===== config.mk =====
export PLATFORM = sky130hd
export DESIGN_NAME = elf_string_hash_bucket_index_core
export DESIGN_NICKNAME = d
export VERILOG_FILES = /design/src/rtl/core/ehash_pkg.sv /design/src/rtl/core/ehash_front.sv /design/src/rtl/core/ehash_queue.sv /design/src/rtl/core/ehash_back.sv /design/src/rtl/core/elf_string_hash_bucket_index_core.sv
export SDC_FILE = /design/constraint.sdc
export NUM_CORES = 1
export LEC_CHECK = 0
export ABC_CLOCK_PERIOD_IN_PS = 8600
export BUFFER_PORTS_ARGS = -buffer_cell sky130_fd_sc_hd__buf_2
export CAP_MARGIN = 10
export CORE_AREA = 2 2 149 297
export CTS_CLUSTER_DIAMETER = 150
export DETAILED_ROUTE_END_ITERATION = 6
export DIE_AREA = 0 0 151 299
export PLACE_DENSITY = 0.39
export SLEW_MARGIN = 0
export SYNTH_ARGS = -nofsm -noshare
export SYNTH_HDL_FRONTEND = slang
export SYNTH_HIERARCHICAL = 1
export SYNTH_SLANG_ARGS = --single-unit

===== constraint.sdc =====
create_clock -name clk -period 8.6 [get_ports clk]
set_input_delay 0.86 -clock clk [delete_from_list [all_inputs] [get_ports clk]]
set_output_delay 0.86 -clock clk [all_outputs]
set_load 0.01 [all_outputs]

===== src/rtl/core/ehash_pkg.sv =====
// Shared types, widths and the byte-mixing function of the ELF hash core.
package ehash_pkg;

  localparam int unsigned BYTE_W = 8;
  localparam int unsigned HASH_W = 28;
  localparam int unsigned BKT_W  = 16;
  localparam int unsigned STEP_W = 5;

  localparam logic [BKT_W-1:0]  BUCKET_COUNT_RESET = 16'd256;
  localparam logic [STEP_W-1:0] DIV_STEPS          = 5'd28;

  typedef logic [BYTE_W-1:0] byte_val_t;
  typedef logic [HASH_W-1:0] hash_t;
  typedef logic [BKT_W-1:0]  bkt_t;

  // Finished key hash handed from the front to the queue.
  typedef struct packed {
    logic  push;
    hash_t hash;
  } push_t;

  // Head of the queue as seen by the back end.
  typedef struct packed {
    logic  avail;
    hash_t hash;
  } head_t;

  // Shift in one byte in 32-bit arithmetic, fold the top nibble in at bit 4, drop it.
  function automatic hash_t mix_byte(hash_t h, byte_val_t b);
    logic [31:0] t;
    logic [3:0]  top;
    hash_t       r;
    t   = {h, 4'b0000} + {24'd0, b};
    top = t[31:28];
    r   = t[27:0];
    r[7:4] = r[7:4] ^ top;
    return r;
  endfunction

endpackage


===== src/rtl/core/ehash_front.sv =====
// Front end: accepts key bytes and keeps the running ELF hash.
module ehash_front (
  input  logic                clk,
  input  logic                rst_n,
  input  logic                in_valid,
  input  ehash_pkg::byte_val_t in_key_byte,
  input  logic                in_key_last,
  input  logic                q_full,
  output logic                in_ready,
  output ehash_pkg::push_t    push
);
  import ehash_pkg::*;

  hash_t hash_r;
  hash_t hash_nxt;
  hash_t mixed;
  logic  accept;

  assign in_ready = !q_full;
  assign accept   = in_valid && in_ready;
  assign mixed    = mix_byte(hash_r, in_key_byte);

  always_comb begin
    hash_nxt = hash_r;
    if (accept) begin
      hash_nxt = in_key_last ? '0 : mixed;
    end
  end

  assign push.push = accept && in_key_last;
  assign push.hash = mixed;

  always_ff @(posedge clk) begin
    if (!rst_n) begin
      hash_r <= '0;
    end else begin
      hash_r <= hash_nxt;
    end
  end

endmodule


===== src/rtl/core/ehash_queue.sv =====
// Short FIFO of finished key hashes between front and back end.
module ehash_queue #(
  parameter int unsigned DEPTH = 2
) (
  input  logic             clk,
  input  logic             rst_n,
  input  ehash_pkg::push_t push,
  input  logic             pop,
  output ehash_pkg::head_t head,
  output logic             full
);
  import ehash_pkg::*;

  localparam int unsigned PTR_W = (DEPTH > 1) ? $clog2(DEPTH) : 1;
  localparam int unsigned CNT_W = $clog2(DEPTH + 1);
  localparam logic [PTR_W-1:0] LAST_PTR = PTR_W'(DEPTH - 1);
  localparam logic [CNT_W-1:0] FULL_CNT = CNT_W'(DEPTH);

  hash_t            mem [DEPTH];
  logic [PTR_W-1:0] wr_ptr_r, wr_ptr_nxt;
  logic [PTR_W-1:0] rd_ptr_r, rd_ptr_nxt;
  logic [CNT_W-1:0] cnt_r, cnt_nxt;
  logic             do_push, do_pop;

  assign full       = (cnt_r == FULL_CNT);
  assign head.avail = (cnt_r != '0);
  assign head.hash  = mem[rd_ptr_r];
  assign do_push    = push.push && !full;
  assign do_pop     = pop && head.avail;

  always_comb begin
    wr_ptr_nxt = wr_ptr_r;
    rd_ptr_nxt = rd_ptr_r;
    cnt_nxt    = cnt_r;
    if (do_push) begin
      wr_ptr_nxt = (wr_ptr_r == LAST_PTR) ? '0 : wr_ptr_r + 1'b1;
    end
    if (do_pop) begin
      rd_ptr_nxt = (rd_ptr_r == LAST_PTR) ? '0 : rd_ptr_r + 1'b1;
    end
    if (do_push && !do_pop) begin
      cnt_nxt = cnt_r + 1'b1;
    end else if (do_pop && !do_push) begin
      cnt_nxt = cnt_r - 1'b1;
    end
  end

  always_ff @(posedge clk) begin
    if (do_push) begin
      mem[wr_ptr_r] <= push.hash;
    end
  end

  always_ff @(posedge clk) begin
    if (!rst_n) begin
      wr_ptr_r <= '0;
      rd_ptr_r <= '0;
      cnt_r    <= '0;
    end else begin
      wr_ptr_r <= wr_ptr_nxt;
      rd_ptr_r <= rd_ptr_nxt;
      cnt_r    <= cnt_nxt;
    end
  end

  a_no_push_when_full: assert property (@(posedge clk) disable iff (!rst_n)
    push.push |-> !full)
    else $error("queue push while full");

  a_cnt_bound: assert property (@(posedge clk) disable iff (!rst_n)
    cnt_r <= FULL_CNT)
    else $error("queue count overflow");

  a_pop_moves_rd: assert property (@(posedge clk) disable iff (!rst_n)
    (do_pop && DEPTH > 1) |=> (rd_ptr_r != $past(rd_ptr_r)))
    else $error("pop did not advance read pointer");

endmodule


===== src/rtl/core/ehash_back.sv =====
// Back end: bit-serial modulo of each key hash and the result output register.
module ehash_back (
  input  logic             clk,
  input  logic             rst_n,
  input  ehash_pkg::head_t head,
  input  ehash_pkg::bkt_t  bucket_count,
  output logic             pop,
  output logic             out_valid,
  input  logic             out_ready,
  output ehash_pkg::bkt_t  out_bucket_index,
  output ehash_pkg::hash_t out_hash_value
);
  import ehash_pkg::*;

  localparam logic [1:0] ST_IDLE = 2'd0;
  localparam logic [1:0] ST_RUN  = 2'd1;
  localparam logic [1:0] ST_HOLD = 2'd2;

  logic [1:0]        state_r, state_nxt;
  logic [STEP_W-1:0] cnt_r, cnt_nxt;
  hash_t             dvd_r, dvd_nxt;
  hash_t             hash_r, hash_nxt;
  bkt_t              rem_r, rem_nxt;
  bkt_t              div_r, div_nxt;
  logic              out_valid_r, out_valid_nxt;
  bkt_t              out_bkt_r, out_bkt_nxt;
  hash_t             out_hash_r, out_hash_nxt;
  logic [BKT_W:0]    trial;
  logic              slot_free;

  assign trial     = {rem_r, dvd_r[HASH_W-1]};
  assign slot_free = !out_valid_r || out_ready;
  assign pop       = (state_r == ST_IDLE) && head.avail;

  always_comb begin
    state_nxt     = state_r;
    cnt_nxt       = cnt_r;
    dvd_nxt       = dvd_r;
    hash_nxt      = hash_r;
    rem_nxt       = rem_r;
    div_nxt       = div_r;
    out_valid_nxt = out_valid_r;
    out_bkt_nxt   = out_bkt_r;
    out_hash_nxt  = out_hash_r;
    if (out_valid_r && out_ready) begin
      out_valid_nxt = 1'b0;
    end
    unique case (state_r)
      ST_IDLE: begin
        if (head.avail) begin
          dvd_nxt   = head.hash;
          hash_nxt  = head.hash;
          rem_nxt   = '0;
          div_nxt   = bucket_count;
          cnt_nxt   = DIV_STEPS;
          state_nxt = ST_RUN;
        end
      end
      ST_RUN: begin
        // restoring step: shift in one dividend bit, subtract if it fits
        if (trial >= {1'b0, div_r}) begin
          rem_nxt = BKT_W'(trial - {1'b0, div_r});
        end else begin
          rem_nxt = trial[BKT_W-1:0];
        end
        dvd_nxt = {dvd_r[HASH_W-2:0], 1'b0};
        cnt_nxt = cnt_r - 1'b1;
        if (cnt_r == STEP_W'(1)) begin
          state_nxt = ST_HOLD;
        end
      end
      ST_HOLD: begin
        if (slot_free) begin
          out_valid_nxt = 1'b1;
          out_bkt_nxt   = (div_r == '0) ? '0 : rem_r;
          out_hash_nxt  = hash_r;
          state_nxt     = ST_IDLE;
        end
      end
      default: begin
        state_nxt = ST_IDLE;
      end
    endcase
  end

  always_ff @(posedge clk) begin
    dvd_r      <= dvd_nxt;
    hash_r     <= hash_nxt;
    rem_r      <= rem_nxt;
    div_r      <= div_nxt;
    cnt_r      <= cnt_nxt;
    out_bkt_r  <= out_bkt_nxt;
    out_hash_r <= out_hash_nxt;
  end

  always_ff @(posedge clk) begin
    if (!rst_n) begin
      state_r     <= ST_IDLE;
      out_valid_r <= 1'b0;
    end else begin
      state_r     <= state_nxt;
      out_valid_r <= out_valid_nxt;
    end
  end

  assign out_valid        = out_valid_r;
  assign out_bucket_index = out_bkt_r;
  assign out_hash_value   = out_hash_r;

  a_rem_below_div: assert property (@(posedge clk) disable iff (!rst_n)
    (state_r == ST_RUN && div_r != '0) |-> (rem_r < div_r))
    else $error("partial remainder not below divisor");

  a_run_cnt_nonzero: assert property (@(posedge clk) disable iff (!rst_n)
    (state_r == ST_RUN) |-> (cnt_r != '0))
    else $error("divider running with zero step count");

  a_load_only_when_free: assert property (@(posedge clk) disable iff (!rst_n)
    (state_r == ST_HOLD && out_valid_r && !out_ready) |=> (state_r == ST_HOLD))
    else $error("result dropped while output stalled");

  a_start_after_pop: assert property (@(posedge clk) disable iff (!rst_n)
    pop |=> (state_r == ST_RUN && cnt_r == DIV_STEPS))
    else $error("divider did not start after pop");

endmodule


===== src/rtl/core/elf_string_hash_bucket_index_core.sv =====
// Top level of the PJW/ELF string hash core with bucket selection.
//
// Usage: stream a key one byte per transaction on the in_ channel, with
// in_key_last high on the final byte. Bytes are hashed as unsigned values;
// the running hash lives in the front end and advances one byte per cycle
// while in_ready is high. On the final byte the finished hash drops into a
// short queue and the running hash clears for the next key.
// The back end pops one hash at a time and reduces it modulo the bucket
// count with a bit-serial restoring divider, one dividend bit per cycle.
// From the last byte to out_valid the hash passes the queue, the pop, 28
// divide steps and the load of the output register. Throughput: one byte
// per cycle while in_ready is high; the next hash is popped only once the
// last result is loaded, so short keys fill the queue and then stall in_ready.
// A bucket count of zero yields a bucket index of zero.
// When the receiver holds out_ready low, the result waits in the output
// register, the divider holds its finished remainder, and the queue keeps
// taking keys until full; then in_ready drops.
// cfg_we writes cfg_bucket_count into a register; write it only while idle.
// Reset (rst_n low, synchronous) clears the hash, the queue, the output
// valid and sets the bucket count to 256.
module elf_string_hash_bucket_index_core #(
  parameter int unsigned QUEUE_DEPTH = 2
) (
  input  logic                 clk,
  input  logic                 rst_n,
  input  logic                 in_valid,
  output logic                 in_ready,
  input  ehash_pkg::byte_val_t in_key_byte,
  input  logic                 in_key_last,
  output logic                 out_valid,
  input  logic                 out_ready,
  output ehash_pkg::bkt_t      out_bucket_index,
  output ehash_pkg::hash_t     out_hash_value,
  input  logic                 cfg_we,
  input  ehash_pkg::bkt_t      cfg_bucket_count
);
  import ehash_pkg::*;

  bkt_t  bucket_count_r;
  push_t push;
  head_t head;
  logic  q_full;
  logic  pop;

  // Hold the divisor; take a new value on each write.
  always_ff @(posedge clk) begin
    if (!rst_n) begin
      bucket_count_r <= BUCKET_COUNT_RESET;
    end else if (cfg_we) begin
      bucket_count_r <= cfg_bucket_count;
    end
  end

  // Front: byte accept and running hash.
  ehash_front u_front (
    .clk         (clk),
    .rst_n       (rst_n),
    .in_valid    (in_valid),
    .in_key_byte (in_key_byte),
    .in_key_last (in_key_last),
    .q_full      (q_full),
    .in_ready    (in_ready),
    .push        (push)
  );

  // Decouple the byte stream from the slow modulo.
  ehash_queue #(
    .DEPTH (QUEUE_DEPTH)
  ) u_queue (
    .clk   (clk),
    .rst_n (rst_n),
    .push  (push),
    .pop   (pop),
    .head  (head),
    .full  (q_full)
  );

  // Back: modulo and result register.
  ehash_back u_back (
    .clk              (clk),
    .rst_n            (rst_n),
    .head             (head),
    .bucket_count     (bucket_count_r),
    .pop              (pop),
    .out_valid        (out_valid),
    .out_ready        (out_ready),
    .out_bucket_index (out_bucket_index),
    .out_hash_value   (out_hash_value)
  );

endmodule

After elaboration in Yosys (flattened, before gate mapping). Memories as Yosys holds them, arrays and structs flattened. A register that Yosys moved wholly into a read port is not among the register bits. Index checks and enable logic that the tools add are counted.

Register bits after elaboration: 188. Bits in writable memories: 56. Output and inout port bits: 46. Memories kept: 1.

Add/sub/neg operators: 7. Order comparisons: 1. Equality and inequality tests: 7. Mux-type cells: 23. Bitwise operators: 1. Reductions and logical operators: 22.

Memories: u_queue.mem (words 2, bits a word 28, rd ports 1, clocked after memory_dff 1, write ports 1, line ehash_queue.sv:19) `hash_t mem [DEPTH];`.

Operators with widths (number): 28-bit 2-to-1 mux (2); 28-bit case mux with 2 select lines (1); 32-bit by 8-bit adder with 32-bit output (1); 16-bit 2-to-1 mux (2); 16-bit case mux with 2 select lines (1); 17-bit by 16-bit greater-or-equal comparator with 1-bit output (1); 16-bit logical NOT (1); 16-bit subtractor (1); 2-bit 2-to-1 mux (5); 5-bit case mux with 2 select lines (1); 1-bit 2-to-1 mux (9); 1-bit logical AND (8); 2-bit by 1-bit inequality test with 1-bit output, second input constant (3); 2-bit case mux with 3 select lines (1); 2-bit AND reduction (3); 2-bit nonzero test (3); 5-bit by 1-bit == test with 1-bit output, second input constant (1); 5-bit 2-to-1 mux (1); 5-bit by 1-bit subtractor with 5-bit output, second input constant (1); 2-bit == test, second input constant (2); 1-bit logical NOT (4); 4-bit XOR (1); 3-bit AND reduction (1); 1-bit adder, second input constant (2); 5 further kinds (5).

Longest topological paths before layout. Gate-level depths: netlist of the first run.

Depth in word-level cells: 9. Depth in mapped cells: 12.

Cells and area by module. Netlist of the first run, hierarchy kept.

Modules (own cells, without submodules): ehash_back (times used 1, cells each 462, area each 6129.6 um2); ehash_queue (times used 1, cells each 112, area each 2253.4 um2); ehash_front (times used 1, cells each 175, area each 1620.3 um2); elf_string_hash_bucket_index_core (times used 1, cells each 51, area each 613.1 um2).

Worst setup path before layout of the first run. OpenSTA, ideal clock, no wires.

Kind: reg-to-reg. Start point: reg u_queue.cnt_r[0]. End point: reg u_queue.cnt_r[1]. Library setup time: 0.070 ns. Arrival: 5.341 ns. Data required time: 8.530 ns. Path slack: 3.189 ns. Cell stages (with the launch flop): 8. Path buffers: 0. Clock period less this slack: 5.411 ns. Cell sequence: dfxtp_1 -> or2_2 -> nor3b_1 -> o21ai_1 -> ha_1 -> xor2_1 -> or3_1 -> a21boi_1.

RTL lines: start, declared (line ehash_queue.sv:22) `logic [CNT_W-1:0] cnt_r, cnt_nxt;`; start signal, assigned (line ehash_queue.sv:62) `cnt_r <= cnt_nxt;`.

Final worst setup path of the first run.
Start point: reg u_back.dvd_r[27]. End point: reg u_back.rem_r[14], data pin.

Longest elaborated chain between the ends: 3.

RTL lines: start, declared (line ehash_back.sv:21) `hash_t dvd_r, dvd_nxt;`; start signal, assigned (line ehash_back.sv:87) `dvd_r <= dvd_nxt;`; 16-bit subtractor or 17-bit by 16-bit greater-or-equal comparator with 1-bit output (tied branches) (line ehash_back.sv:62, ehash_back.sv:61); 16-bit 2-to-1 mux * (line ehash_back.sv:61) `if (trial >= {1'b0, div_r}) begin`; 16-bit case mux with 2 select lines * (line ehash_back.sv:48) `unique case (state_r)`; end signal, assigned (line ehash_back.sv:89) `rem_r <= rem_nxt;`; end, declared (line ehash_back.sv:23) `bkt_t rem_r, rem_nxt;`.

Mark *: on every way between the ends. The rest lies on a longest branch, timed or not. A chain may end at the register's enable or synchronous reset.

==> results of run 1 <==
power groups by stage:
stage	Clock, uW	Combinational (uW)	Sequential (uW)
2_1_floorplan	0	1060	1810
3_3_place_gp	0	1360	1860
3_5_place_dp	0	1360	1870
4_1_cts	1260	1370	1840
5_1_grt	1300	1530	1870
6_report	1210	1350	1840
worst max path at each step:
stage / end / startpoint / slack [ps]
floorplan: u_queue/cnt_r[1] / u_queue/cnt_r[0] / 3190
global placement: u_back/rem_r[0] / u_back/div_r[4] / 5500
detailed placement: u_back/rem_r[0] / u_back/div_r[4] / 5420
CTS: u_back/rem_r[0] / u_back/div_r[4] / 5390
global route: u_queue/mem[0][20] / u_queue/cnt_r[0] / 5480
finish: u_back/rem_r[14] / u_back/dvd_r[27] / 5820
cells in the mapped netlist, types with 4 or more instances:
cell / n
nand3_1: 25
a22o_1: 24
o21bai_1: 4
and2_1: 21
nor3b_1: 6
mux2i_1: 16
nor2_1: 15
a211oi_1: 4
xnor2_1: 33
nand2b_1: 8
and3_1: 5
mux2_2: 28
inv_1: 26
a21oi_2: 9
buf_4: 6
or2_2: 4
nand4_1: 13
nor3_1: 5
o21ai_0: 11
xor2_1: 10
o21ai_1: 11
buf_6: 5
a21oi_1: 25
nor4_1: 6
buf_2: 4
dfxtp_1: 52
or3_1: 4
nand2_1: 105
a21o_1: 8
clkbuf_1: 15
nor2b_1: 22
ha_1: 23
edfxtp_1: 193
stage by stage:
stage	setup WS, ps	utilization (%)	hold slack, ps	cell area, um2
2_1_floorplan	3189	-	400.3	10620
3_3_place_gp	5497	26.79	404.2	11510
3_5_place_dp	5420	26.79	404.5	11510
4_1_cts	5390	28.91	420.0	12420
5_1_grt	5484	28.93	425.6	12430
6_report	5816	28.93	419.3	12430
state kept, by name, indices dropped and copies added (netlist names), named ones only:
signal                   count
u_back/hash_r               28
u_queue/mem                 56
u_back/dvd_r                28
u_front/hash_r              28
u_back/rem_r                16
u_queue/cnt_r                2
bucket_count_r              16
u_back/cnt_r                 5
u_queue/wr_ptr_r             1
u_back/out_bucket_index     16
u_back/out_hash_value       28
u_queue/rd_ptr_r             1
u_back/state_r               2
u_back/div_r                16
u_back/out_valid             1
logic make-up (layout without fill, tap and decap cells):
logic type | after synthesis | after routing | synth area share, %
adders and majority gates | 25 | 25 | 3.088
AOI/OAI and AO/OA | 127 | 127 | 8.721
buffers and inverters | 63 | 158 | 3.500
and+or+nand+nor | 252 | 252 | 12.12
muxes | 44 | 44 | 4.478
DFF | 245 | 245 | 64.40
xor gates and xnor gates | 44 | 44 | 3.701
layer usage:
layer	part of all wire [%]	up-vias	track usage, %
met4	2.4	0	3.672
met3	4.3	33	1.664
li1	-	3079	-
met2	47	138	17.61
met1	46	3082	15.13
met5	0	-	0
worst max-delay path, cell delays in order (launching register included):
cell       delay, ps
edfxtp_1         420
inv_1             80
ha_1             150
inv_1             50
fa_1             420
a21o_1           230
a31o_2           290
a2111oi_0        440
o21bai_1         170
xor2_1           160
o2bb2ai_1        130
cell type report:
type / instances / area share, %
Sequential cell: 245 / 55.00
Multi-Input combinational cell: 492 / 27.70
Tap cell: 550 / 5.537
Clock buffer: 28 / 5.204
Timing Repair Buffer: 85 / 3.624
Clock inverter: 18 / 2.114
Inverter: 27 / 0.8154
==> impl_metrics.toml, run 1 <==
[worst_setup_path]
crit_type = "flop to flop"
required_ps = 8890
timing.rr.start = "u_back/dvd_r[27]"
rr_endpoint = "u_back/rem_r[14]"
crit_arrival_ps = 3070
startpoint_type = "flop"
reg2reg_depth = 10
endpoint_kind = "flop"
rrSetupSlack_ps = 5820
crit_path_max_fanout = 4

[timing]
worst_pin_slew_ps = 1211
rsz0062_at_grt = "no"
fin_tns_setup_ps = 0
setup_viol = 0
relSlewSlack_pct = 18.72
finalClockSkew_ps = 17.71
drv_slew = 0
fmax_mhz = 359.2
period_share_pct = 32.37
hold_viol_final = 0
period_needed_ps = 2784

[synth]
synth_area_um2 = 10620
synthCells = 800
ys_seq_area_share_pct = 64.40
yosys.cell_types.count = 69
synthArstFlopShare_pct = 0
yosys.area.top_type = "edfxtp_1"
synth_top_area_share_pct = 54.59
synth_seq_cells = 245
synth_nets = 855
netlist_top_cells_area = "edfxtp_1 (55%), dfxtp_1 (9.8%), nand2_1 (3.7%), mux2_2 (3.0%), xnor2_1 (2.7%)"
synth_edf_count = 193
syn_avg_cell_area_um2 = 13.27
synth_top_flop_cell = "edfxtp_1"
yosysWarnings = 6

[final_layout]
antennaDiodeCount = 0
ff_latch_area_um2 = 6837
multi_input_area_um2 = 3443
drive_gt1_share_pct = 21.01
nNetsFinal = 931
layout_commonest_cell = "edfxtp_1"
mostFrequentLayoutCells = "edfxtp_1 (193), nand2_1 (105), buf_2 (75), dfxtp_1 (52), xnor2_1 (33)"
finalNonFillerCells = 1445
fillCellCount = 4461
syn2layout_area_growth_pct = 17.08

[die]
ios = 76
chipHeight_um = 299
core_area_um2 = 42970
initial_utilization_pct = 24.71
design.die.area_um2 = 45150
row_count = 108
die_w_um = 151

[clock_tree]
cts_num_sinks = 245
cts-root-buf = "clkbuf_16"
cts_max_level = 1
cts_setup_buffers = 0
cts_tree = "built"
cts_max_path_buffers = 3
hold_buffers = 0
cts_resized = 0
cts_made_buffers = 25
clk_pin_slew_worst_paths_ps = 60
worstSkewPairLatency_ps = 550

[power_and_ir_drop]
switchingPower_uw = 1462
peakVddDrop_v = 0.0001694
combinationalPowerShare_pct = 30.7
total_leakage_power_uw = 0.004526
p_int_uw = 2930
power_frac_clock_pct = 27.5
p_sw_share_pct = 33.29
seqPwrFrac_pct = 41.8
power_uw = 4393
power_density_nw_per_um2 = 353.4

[min_path]
hold_depth = 0
hold_end = "u_back/out_hash_value[9]"
hold_path_startpoint = "u_back/hash_r[9]"
hold_class = "flop to flop"

[placement]
hpwlAfterDp_um = 16160
placed_cells = 1398
gp_congestion = 0.7953
io_buffers = 75

[routing]
vias_per_cell = 4.382
route.final.wire_length_um = 24260
ant_nets = 0
dr.pass1.iters = 5
drtIter0Drc = 409
vias = 6332
route.detailed.drc = 0
wire_per_inst_um = 16.79

[status]
run_status = "finished, final reports clean"

[global_route]
grt_pass1_vias = 6488
grt_remaining_overflow = 0
track_usage_pct = 10.98
antenna_found_initial = 0
grt_first_pass_wirelength_um = 38220
grt_max_degree = 47

[flow_run]
max_cap_violations = 0
Note: power is estimated with default switching activity, not from simulation.
==> run 2, diff against run 1 <==
--- a/config.mk
+++ b/config.mk
@@ -5,7 +5,7 @@
 export SDC_FILE = /design/constraint.sdc
 export NUM_CORES = 1
 export LEC_CHECK = 0
-export ABC_CLOCK_PERIOD_IN_PS = 8600
+export ABC_CLOCK_PERIOD_IN_PS = 2650
 export BUFFER_PORTS_ARGS = -buffer_cell sky130_fd_sc_hd__buf_2
 export CAP_MARGIN = 10
 export CORE_AREA = 2 2 149 297
==> constraint.sdc (replaced) <==
create_clock -name clk -period 2.65 [get_ports clk]
set_input_delay 0.265 -clock clk [delete_from_list [all_inputs] [get_ports clk]]
set_output_delay 0.265 -clock clk [all_outputs]
set_load 0.01 [all_outputs]
==> run 2 against run 1 <==
Effect of this change:
- die area unchanged
- routed wire length up 0.99%
- utilization up 1.1 points
- via count up 1.5%
- global-route usage about the same
- non-clock buffer count up 37
- worst setup slack worse by 5700 ps
- sequential power rose to 3.2 times the previous value
- cell count up 2.6%
- hold slack worse by 400 ps
- register-to-register slack worse by 5700 ps
- power rose to 3.4 times the previous value
==> impl_metrics.toml, run 2 (same netlist as run 1, synthesis figures left out) <==
[final_layout]
syn2layout_area_growth_pct = 21.43
antennaDiodeCount = 0
layout_commonest_cell = "edfxtp_1"
drive_gt1_share_pct = 23.07
finalNonFillerCells = 1482
nNetsFinal = 968
fillCellCount = 4393
top_register = "u_queue/mem"
ff_latch_area_um2 = 6839
largest_reg_flops = 56
mostFrequentLayoutCells = "edfxtp_1 (193), nand2_1 (105), buf_2 (75), dfxtp_1 (50), xnor2_1 (33)"
multi_input_area_um2 = 3516

[timing]
period_share_pct = 95.96
worst_pin_slew_ps = 849.6
period_needed_ps = 2543
relSlewSlack_pct = 43.36
hold_viol_final = 0
finalClockSkew_ps = 12.40
fmax_mhz = 393.2
rsz0062_at_grt = "no"
drv_slew = 0
setup_viol = 0

[placement]
hpwlAfterDp_um = 16960
gp_congestion = 0.7710
io_buffers = 75
placed_cells = 1418

[routing]
wire_per_inst_um = 16.53
vias = 6429
vias_per_cell = 4.338
dr.pass1.iters = 4
route.final.wire_length_um = 24500
ant_nets = 0
route.detailed.drc = 0
drtIter0Drc = 324

[flow_run]
max_cap_violations = 0

[power_and_ir_drop]
peakVddDrop_v = 0.0005914
power_density_nw_per_um2 = 1146
power_uw = 14770
total_leakage_power_uw = 0.004726

[global_route]
use_met2_pct = 18.61
antenna_found_initial = 0
grt_remaining_overflow = 0
use_met3_pct = 1.130
track_usage_pct = 10.98
grt_max_degree = 39
grt_pass1_vias = 6525
use_met1_pct = 14.29
grt_first_pass_wirelength_um = 38190
grt_busiest_layer = "met2"

[die]
ios = 76
row_count = 108
core_area_um2 = 42970
initial_utilization_pct = 24.71
die_w_um = 151
chipHeight_um = 299
design.die.area_um2 = 45150

[clock_tree]
cts_setup_buffers = 0
worstSkewPairLatency_ps = 550
clk_pin_slew_worst_paths_ps = 60
cts_num_sinks = 245
cts-root-buf = "clkbuf_16"
cts_made_buffers = 25
cts_tree = "built"
cts_max_path_buffers = 3
cts_max_level = 1

[worst_setup_path]
crit_path_max_fanout = 4
startpoint_type = "flop"
crit_arrival_ps = 2840
endpoint_kind = "flop"
required_ps = 2940
crit_type = "flop to flop"

[status]
run_status = "finished, final reports clean"

[min_path]
hold_class = "input pin to flop"
==> run 2: cell types whose count changed in the layout (fill, tap and decap cells not counted), sizes merged <==
cell and change:
bufinv -1, dlygate4sd3 +18, clkbuf +8, inv -1, clkinv -7, clkinvlp +1
buf +19
==> run 2: layout make-up <==
class	instances	area share, %
multi-input cells	492	27.27
well taps	550	5.338
repair buffers	122	6.386
clock inverters	10	1.524
clock buffers	36	5.639
inverters	27	0.7862
flip-flops and latches	245	53.05
==> run 2: path summary, 6_finish.rpt <==
kind	startpoint	to	slack, ps	cells past startpoint
hold / removal	cfg_bucket_count[6]	bucket_count_r[6]	20	3
setup / recovery	u_back/dvd_r[27]	u_back/rem_r[14]	110	10
hold reg to reg	u_back/hash_r[26]	u_back/out_hash_value[26]	420	0
setup reg to reg	u_back/dvd_r[27]	u_back/rem_r[14]	110	10
==> run 2: critical path, cell delays in order, from the launching register on <==
cell and delay, ps:
edfxtp_1 380, inv_1 70, ha_1 150, inv_1 50, fa_1 400, a21o_1 220
a31o_4 280, a2111oi_4 340, o21bai_1 130, xor2_1 140, o2bb2ai_1 120
==> run 2: through the flow <==
stage	instance area [um2]	worst slack (ps)	hold slack (ps)	setup TNS, ps	utilization, %
3_3_place_gp	11720	6.497	404.6	0	27.26
6_report	12890	107.0	18.10	0	30.00
3_5_place_dp	11720	-88.68	404.5	-88.68	27.26
5_1_grt	12890	0.6497	21.15	0	30.00
4_1_cts	12820	23.67	3.134	0	29.85
2_1_floorplan	10640	-263.0	382.5	-13170	-
==> run 2: timing repair <==
item                                   CTS  global route
hold buffers                            18             0
pin swaps                                0             2
endpoints found under the hold margin   22             0
gates resized for setup                  2            11
gates cloned                             0             0
setup endpoints to repair                1            14
==> run 2: metal layers <==
| layer | share of wire [%] | routed length, um |
|---|---|---|
| met1 | 45 | 10910 |
| met2 | 49 | 11960 |
| met3 | 3.4 | 823 |
| met4 | 3.3 | 801 |
| met5 | 0 | 0 |
==> run 2: report_power, final <==
group	switching [uW]	internal, uW	total [uW]
clock	1540	2410	3940
combinational	2950	1930	4880
sequential	433	5510	5940
